$ cat config.mk
export PLATFORM = sky130hd
export DESIGN_NAME = chunky_to_bitplane_converter
export DESIGN_NICKNAME = d
export VERILOG_FILES = /design/src/design/c2p_pkg.sv /design/src/design/c2p_front.sv /design/src/design/c2p_queue.sv /design/src/design/c2p_back.sv /design/src/design/chunky_to_bitplane_converter.sv
export SDC_FILE = /design/constraint.sdc
export NUM_CORES = 1
export LEC_CHECK = 0
export BUFFER_PORTS_ARGS = -buffer_cell sky130_fd_sc_hd__buf_4
export CAP_MARGIN = 0
export CORE_MARGIN = 4
export CORE_UTILIZATION = 40
export CTS_BUF_LIST = sky130_fd_sc_hd__clkbuf_2 sky130_fd_sc_hd__clkbuf_4 sky130_fd_sc_hd__clkbuf_8
export DETAILED_ROUTE_END_ITERATION = 8
export SYNTH_ARGS = -nofsm -noshare
export SYNTH_HDL_FRONTEND = slang
export SYNTH_SLANG_ARGS = --single-unit
$ cat constraint.sdc
create_clock -name clk_i -period 15.5 [get_ports clk_i]
set_input_delay 3.1 -clock clk_i [delete_from_list [all_inputs] [get_ports clk_i]]
set_output_delay 3.1 -clock clk_i [all_outputs]
set_load 0.1 [all_outputs]
$ cat src/design/c2p_pkg.sv
package c2p_pkg;

  // low four bits of the column counter all ones marks the 16th pixel of a group
  localparam logic [3:0] GroupMask = 4'hF;

  localparam int PixelW    = 8;
  localparam int WordW     = 16;
  localparam int PlaneNumW = 3;
  localparam int CountW    = 16;

  // configuration register indexes
  localparam int CfgIdxW = 2;
  localparam logic [CfgIdxW-1:0] CfgPlaneMode = 2'd0;
  localparam logic [CfgIdxW-1:0] CfgRowWidth  = 2'd1;
  localparam logic [CfgIdxW-1:0] CfgRowCount  = 2'd2;

  localparam logic [1:0]        PlaneModeRst = 2'd3;
  localparam logic [CountW-1:0] RowWidthRst  = 16'd320;
  localparam logic [CountW-1:0] RowCountRst  = 16'd200;

  // per-group control that travels with the plane words
  typedef struct packed {
    logic [PlaneNumW-1:0] last_plane;
    logic                 img_end;
  } group_info_t;

endpackage

$ cat src/design/c2p_front.sv
module c2p_front #(
  parameter int MaxPlanes = 8
) (
  input  logic                                  clk_i,
  input  logic                                  rst_ni,
  input  logic [1:0]                            plane_mode_i,
  input  logic [c2p_pkg::CountW-1:0]            row_width_i,
  input  logic [c2p_pkg::CountW-1:0]            row_count_i,
  input  logic                                  in_valid_i,
  output logic                                  in_stall_o,
  input  logic [c2p_pkg::PixelW-1:0]            pixel_index_i,
  input  logic                                  q_full_i,
  output logic                                  push_o,
  output logic [MaxPlanes-1:0][c2p_pkg::WordW-1:0] push_words_o,
  output c2p_pkg::group_info_t                  push_info_o
);
  import c2p_pkg::*;

  logic [MaxPlanes-1:0][WordW-1:0] acc_q, acc_d, shifted;
  logic [CountW-1:0] col_q, col_d, row_q, row_d;
  logic accept, group_done, row_end, img_end;
  logic [PlaneNumW-1:0] last_raw, last_plane;

  assign in_stall_o = q_full_i;
  assign accept     = in_valid_i && !q_full_i;

  always_comb begin
    for (int k = 0; k < MaxPlanes; k++) begin
      shifted[k] = {acc_q[k][WordW-2:0], pixel_index_i[k]};
    end
  end

  assign group_done = (col_q[3:0] & GroupMask) == GroupMask;
  assign row_end    = ({1'b0, col_q} + 17'd1) >= {1'b0, row_width_i};
  assign img_end    = row_end && (({1'b0, row_q} + 17'd1) >= {1'b0, row_count_i});

  // active planes saturate at what is built
  always_comb begin
    case (plane_mode_i)
      2'd0:    last_raw = 3'd0;
      2'd1:    last_raw = 3'd1;
      2'd2:    last_raw = 3'd3;
      default: last_raw = 3'd7;
    endcase
    if (last_raw > PlaneNumW'(MaxPlanes - 1)) begin
      last_plane = PlaneNumW'(MaxPlanes - 1);
    end else begin
      last_plane = last_raw;
    end
  end

  always_comb begin
    acc_d = acc_q;
    col_d = col_q;
    row_d = row_q;
    if (accept) begin
      acc_d = (group_done || row_end) ? '0 : shifted;
      if (row_end) begin
        col_d = '0;
        row_d = img_end ? '0 : row_q + 16'd1;
      end else begin
        col_d = col_q + 16'd1;
      end
    end
  end

  always_ff @(posedge clk_i or negedge rst_ni) begin
    if (!rst_ni) begin
      acc_q <= '0;
      col_q <= '0;
      row_q <= '0;
    end else begin
      acc_q <= acc_d;
      col_q <= col_d;
      row_q <= row_d;
    end
  end

  assign push_o                 = accept && group_done;
  assign push_words_o           = shifted;
  assign push_info_o.last_plane = last_plane;
  assign push_info_o.img_end    = img_end;

endmodule

$ cat src/design/c2p_queue.sv
module c2p_queue #(
  parameter int MaxPlanes = 8
) (
  input  logic                                  clk_i,
  input  logic                                  rst_ni,
  input  logic                                  push_i,
  input  logic [MaxPlanes-1:0][c2p_pkg::WordW-1:0] push_words_i,
  input  c2p_pkg::group_info_t                  push_info_i,
  output logic                                  full_o,
  output logic                                  head_valid_o,
  output logic [MaxPlanes-1:0][c2p_pkg::WordW-1:0] head_words_o,
  output c2p_pkg::group_info_t                  head_info_o,
  input  logic                                  pop_i
);
  import c2p_pkg::*;

  // two groups deep
  logic [MaxPlanes-1:0][WordW-1:0] words_q [2];
  group_info_t                     info_q  [2];
  logic       wr_ptr_q, rd_ptr_q;
  logic [1:0] cnt_q, cnt_d;

  assign full_o       = cnt_q == 2'd2;
  assign head_valid_o = cnt_q != 2'd0;
  assign head_words_o = words_q[rd_ptr_q];
  assign head_info_o  = info_q[rd_ptr_q];

  always_comb begin
    cnt_d = cnt_q;
    if (push_i && !pop_i) begin
      cnt_d = cnt_q + 2'd1;
    end else if (pop_i && !push_i) begin
      cnt_d = cnt_q - 2'd1;
    end
  end

  always_ff @(posedge clk_i) begin
    if (push_i) begin
      words_q[wr_ptr_q] <= push_words_i;
      info_q[wr_ptr_q]  <= push_info_i;
    end
  end

  always_ff @(posedge clk_i or negedge rst_ni) begin
    if (!rst_ni) begin
      wr_ptr_q <= 1'b0;
      rd_ptr_q <= 1'b0;
      cnt_q    <= '0;
    end else begin
      if (push_i) begin
        wr_ptr_q <= ~wr_ptr_q;
      end
      if (pop_i) begin
        rd_ptr_q <= ~rd_ptr_q;
      end
      cnt_q <= cnt_d;
    end
  end

endmodule

$ cat src/design/c2p_back.sv
module c2p_back #(
  parameter int MaxPlanes = 8
) (
  input  logic                                  clk_i,
  input  logic                                  rst_ni,
  input  logic                                  head_valid_i,
  input  logic [MaxPlanes-1:0][c2p_pkg::WordW-1:0] head_words_i,
  input  c2p_pkg::group_info_t                  head_info_i,
  output logic                                  pop_o,
  output logic                                  out_valid_o,
  input  logic                                  out_stall_i,
  output logic [c2p_pkg::WordW-1:0]             plane_word_o,
  output logic [c2p_pkg::PlaneNumW-1:0]         plane_number_o,
  output logic                                  group_last_o,
  output logic                                  image_last_o
);
  import c2p_pkg::*;

  localparam int IdxW = (MaxPlanes > 1) ? $clog2(MaxPlanes) : 1;

  logic [IdxW-1:0]      idx_q, idx_d;
  logic [PlaneNumW-1:0] idx_ext;
  logic                 load, at_last, valid_q, valid_d;
  logic [WordW-1:0]     word_q;
  logic [PlaneNumW-1:0] num_q;
  logic                 glast_q, ilast_q;

  assign idx_ext = PlaneNumW'(idx_q);
  assign at_last = idx_ext == head_info_i.last_plane;
  assign load    = head_valid_i && (!valid_q || !out_stall_i);
  assign pop_o   = load && at_last;

  always_comb begin
    idx_d = idx_q;
    if (load) begin
      idx_d = at_last ? '0 : idx_q + IdxW'(1);
    end
    if (load) begin
      valid_d = 1'b1;
    end else begin
      valid_d = valid_q && out_stall_i;
    end
  end

  always_ff @(posedge clk_i or negedge rst_ni) begin
    if (!rst_ni) begin
      idx_q   <= '0;
      valid_q <= 1'b0;
    end else begin
      idx_q   <= idx_d;
      valid_q <= valid_d;
    end
  end

  always_ff @(posedge clk_i) begin
    if (load) begin
      word_q  <= head_words_i[idx_q];
      num_q   <= idx_ext;
      glast_q <= at_last;
      ilast_q <= at_last && head_info_i.img_end;
    end
  end

  assign out_valid_o    = valid_q;
  assign plane_word_o   = word_q;
  assign plane_number_o = num_q;
  assign group_last_o   = glast_q;
  assign image_last_o   = ilast_q;

endmodule

$ cat src/design/chunky_to_bitplane_converter.sv
// a pixel that completes a group is written into the group queue, and its plane 0 word
// then leaves through the output register; throughput: one pixel per cycle while the
// queue is not full; words leave one per cycle while out_stall_i is low, 1 to
// MaxPlanes words per 16-pixel group, set by plane_mode; reset: counters, accumulators
// and group queue clear; plane_mode 3, row_width 320, row_count 200
module chunky_to_bitplane_converter #(
  parameter int MaxPlanes = 8
) (
  input  logic                            clk_i,
  input  logic                            rst_ni,
  // configuration write port
  input  logic                            cfg_we_i,
  input  logic [c2p_pkg::CfgIdxW-1:0]     cfg_idx_i,
  input  logic [c2p_pkg::CountW-1:0]      cfg_data_i,
  // pixel input
  input  logic                            in_valid_i,
  output logic                            in_stall_o,
  input  logic [c2p_pkg::PixelW-1:0]      pixel_index_i,
  // plane word output
  output logic                            out_valid_o,
  input  logic                            out_stall_i,
  output logic [c2p_pkg::WordW-1:0]       plane_word_o,
  output logic [c2p_pkg::PlaneNumW-1:0]   plane_number_o,
  output logic                            group_last_o,
  output logic                            image_last_o
);
  import c2p_pkg::*;

  // configuration registers
  logic [1:0]        plane_mode_q;
  logic [CountW-1:0] row_width_q, row_count_q;

  // front to queue
  logic                            push, q_full;
  logic [MaxPlanes-1:0][WordW-1:0] push_words;
  group_info_t                     push_info;

  // queue to back
  logic                            head_valid, pop;
  logic [MaxPlanes-1:0][WordW-1:0] head_words;
  group_info_t                     head_info;

  // unknown register indexes are ignored
  always_ff @(posedge clk_i or negedge rst_ni) begin
    if (!rst_ni) begin
      plane_mode_q <= PlaneModeRst;
      row_width_q  <= RowWidthRst;
      row_count_q  <= RowCountRst;
    end else if (cfg_we_i) begin
      case (cfg_idx_i)
        CfgPlaneMode: plane_mode_q <= cfg_data_i[1:0];
        CfgRowWidth:  row_width_q  <= cfg_data_i;
        CfgRowCount:  row_count_q  <= cfg_data_i;
        default:      ;
      endcase
    end
  end

  // front: shifts each pixel into the plane accumulators and tracks row/column
  c2p_front #(.MaxPlanes(MaxPlanes)) u_front (
    .clk_i         (clk_i),
    .rst_ni        (rst_ni),
    .plane_mode_i  (plane_mode_q),
    .row_width_i   (row_width_q),
    .row_count_i   (row_count_q),
    .in_valid_i    (in_valid_i),
    .in_stall_o    (in_stall_o),
    .pixel_index_i (pixel_index_i),
    .q_full_i      (q_full),
    .push_o        (push),
    .push_words_o  (push_words),
    .push_info_o   (push_info)
  );

  // two-group queue decouples pixel intake from word emission
  c2p_queue #(.MaxPlanes(MaxPlanes)) u_queue (
    .clk_i        (clk_i),
    .rst_ni       (rst_ni),
    .push_i       (push),
    .push_words_i (push_words),
    .push_info_i  (push_info),
    .full_o       (q_full),
    .head_valid_o (head_valid),
    .head_words_o (head_words),
    .head_info_o  (head_info),
    .pop_i        (pop)
  );

  // back: walks the active planes of the head group, one word per item
  c2p_back #(.MaxPlanes(MaxPlanes)) u_back (
    .clk_i          (clk_i),
    .rst_ni         (rst_ni),
    .head_valid_i   (head_valid),
    .head_words_i   (head_words),
    .head_info_i    (head_info),
    .pop_o          (pop),
    .out_valid_o    (out_valid_o),
    .out_stall_i    (out_stall_i),
    .plane_word_o   (plane_word_o),
    .plane_number_o (plane_number_o),
    .group_last_o   (group_last_o),
    .image_last_o   (image_last_o)
  );

endmodule

==> flow_summary.json <==
{
  "yosys.area.top_type": "edfxtp_1",
  "hold_viol_final": 0,
  "fin_crit_sh_pct": 32.95,
  "dp_hpwl_um": 21930,
  "maxCapViolCount": 0,
  "cts_buffers": 81,
  "clock_skew_ps": 45.77,
  "hold_depth": 0,
  "final_nets": 1252,
  "wl_per_cell_um": 20.05,
  "crit_family": "simple AND/OR/NAND/NOR gates",
  "cts.htree.levels": 3,
  "die_h_um": 226.7,
  "vdd_drop_max_v": 0.0001221,
  "synth.avg_cell_area_um2": 17.45,
  "insertion_delay_ps": 660,
  "rsz0062_at_grt": "no",
  "path_common_cell": "buf_4",
  "dr_total_vias": 9939,
  "period_needed_ps": 5108,
  "slew_headroom_pct": 25.37,
  "reg2reg_depth": 15,
  "leakagePower_uw": 0.008511,
  "critPathMaxStageDelay_ps": 900,
  "timing.fmax_ghz": 0.1958,
  "cp_max_fo": 75,
  "initial_core_util_pct": 40.74,
  "core_area_um2": 46950,
  "drc": 0,
  "synth_nets": 1163,
  "synth_top_area_share_pct": 44.75,
  "cts_resized": 0,
  "die_w_um": 226.7,
  "ys_seq_area_share_pct": 70.18,
  "ys_warn_count": 0,
  "grt_usage_pct": 14.99,
  "cts_buffer_depth": 3,
  "rr_startpoint": "u_front.col_q[0]$_DFFE_PN0P_",
  "post_cts_buffers": 0,
  "clk_pin_slew_worst_paths_ps": 60,
  "drt_iter0_drc": 641,
  "synth_edf_count": 285,
  "syn_to_final_growth_pct": 14.52,
  "hold_path_class": "reg2reg",
  "cts_sinks": 479,
  "critPathKind": "in2reg",
  "io_buffers": 53,
  "power_density_nw_per_um2": 186.5,
  "synth.most_common_cell": "edfxtp_1",
  "hold_start": "u_front.push_words_o[95]$_DFFE_PN0P_",
  "cts_tree": "built",
  "row_count": 79,
  "yosys-top-cells-count": "edfxtp_1, dfrtp_1, a22o_1",
  "synth_area_leaders": "edfxtp_1, dfrtp_1, mux4_2",
  "vias_per_cell": 5.344,
  "grt_max_degree": 133,
  "die-area_um2": 51380,
  "path_cells": "buf_4 -> and2_1 -> and3_4 -> buf_4",
  "worst_path_max_delay_cell": "buf_4",
  "ios": 54,
  "cp.required_ps": 15760,
  "worstMarginPinSlew_ps": 1118,
  "layout-drive-gt1-share_pct": 27.96,
  "grt_pass1_vias": 10460,
  "dr.pass1.iters": 7,
  "setup_tns_ps": 0,
  "hold_ws_ps": 486.4,
  "ys_ff_latch": 479,
  "routabilityCongestion": 0.7567,
  "wl_um": 37300,
  "holdBufCountCts": 0,
  "cp_data_arrival_time_ps": 5360,
  "netlist_area_um2": 19130,
  "globalRouteOverflowTotal": 0,
  "placed_cells": 1709,
  "endpoint_kind": "flop",
  "antenna_found_initial": 1,
  "async_reset_ff_share_pct": 40.50,
  "crit_start": "in_valid_i",
  "ys_types": 54,
  "antenna_left": 0,
  "cp_num_cells": 4,
  "status": "finished, final reports clean",
  "final_cells": 1860,
  "setup_viol": 0,
  "cp_num_buf_inv": 2,
  "ys.flop_type": "edfxtp_1",
  "cts_root_buffer": "clkbuf_8",
  "grt_pass1_wl_um": 60060,
  "syn_inst": 1096,
  "maxSlewViolCount": 0,
  "post-route-util_pct": 46.65,
  "cp-start-kind": "input pin"
}
-- layer usage --
layer  up-vias  wire length [um]  track usage, %  part of all wire (%)
li1       4524                 -               -                     -
met1      5149             17140           21.30                    46
met2       202             17800           23.24                    48
met3        64              1508           2.926                   4.0
met4         0               852           5.479                   2.3
met5         -                 0               0                     0
-- sequential cells by signal, indices dropped and copies added, names as in the netlist --
name and count:
u_queue.cnt_q 2, u_back.group_last_o 1, u_front.push_words_o 120, u_queue.info_q 8, u_front.col_q 16, u_queue.rd_ptr_q 1
u_back.out_valid_o 1, row_count_q 16, u_back.plane_number_o 3, u_front.row_q 16, u_back.image_last_o 1, u_back.idx_ext 3
u_back.plane_word_o 16, plane_mode_q 2, row_width_q 16, u_queue.wr_ptr_q 1, u_queue.words_q 256
-- layout by cell type, fill, tap and decap left out, types with 4 or more instances in the layout --
| cell type | count |
|---|---|
| inv_1 | 34 |
| nor2_1 | 25 |
| buf_4 | 63 |
| mux2i_1 | 4 |
| xnor2_1 | 20 |
| dfrtp_1 | 185 |
| and4_1 | 5 |
| and2_1 | 5 |
| nand2_1 | 37 |
| mux2_2 | 35 |
| ha_1 | 36 |
| o21bai_1 | 5 |
| nor3_1 | 7 |
| o31ai_2 | 4 |
| a21oi_1 | 11 |
| nand4_1 | 9 |
| clkinv_1 | 7 |
| dfstp_2 | 7 |
| clkbuf_4 | 27 |
| nand2b_1 | 5 |
| mux4_2 | 80 |
| a2bb2oi_1 | 4 |
| o21ai_0 | 23 |
| a22o_1 | 134 |
| clkbuf_8 | 100 |
| nor2b_1 | 4 |
| nand3_1 | 16 |
| edfxtp_1 | 285 |
| clkinv_2 | 9 |
| xor2_1 | 15 |
-- worst paths after layout --
path                                                              end  slack, ps
worst max-delay path                 u_queue.words_q[1][83]$_DFFE_PP_      10390
worst min-delay path                 u_queue.words_q[1][95]$_DFFE_PP_        490
worst max register to register  u_front.push_words_o[108]$_DFFE_PN0P_      10870
worst min register to register       u_queue.words_q[1][95]$_DFFE_PP_        490
max in group asynchronous               u_back.idx_ext[0]$_DFFE_PN0P_      11640
min in group asynchronous        u_front.push_words_o[97]$_DFFE_PN0P_       2440
-- cell type report --
cell class | instances | area (um2)
multi-input combinational | 524 | 5336
fill | 3932 | 25050
clock buffer | 126 | 1565
timing repair buffer | 65 | 506.7
antenna | 1 | 2.502
sequential | 479 | 13430
clock inverter | 24 | 176.4
inverter | 34 | 127.6
tap | 607 | 759.5
-- through the flow --
step | worst slack, ps | total power [uW] | cell area (um2)
3_5_place_dp | 9674 | 2960 | 20160
4_1_cts | 10380 | 4147 | 21900
2_1_floorplan | 2140 | 2638 | 19130
3_3_place_gp | 9720 | 2942 | 20160
5_1_grt | 10230 | 4304 | 21900
6_report | 10390 | 4085 | 21900
-- cell families after synthesis --
kind of cell / after synthesis / share of synthesized area, %
compound gates: 201 / 8.616
flops: 479 / 70.18
xor+xnor: 35 / 1.603
buf+inv: 93 / 2.041
simple gates: 133 / 3.520
mux: 119 / 11.69
fa+ha+maj: 36 / 2.355
-- report_power, final --
group | total, uW | switching [uW] | internal (uW)
registers | 1890 | 231 | 1660
logic | 1020 | 595 | 425
clock network | 1170 | 508 | 665
total | 4080 | 1330 | 2750
Note: power is estimated with default switching activity, not from simulation.
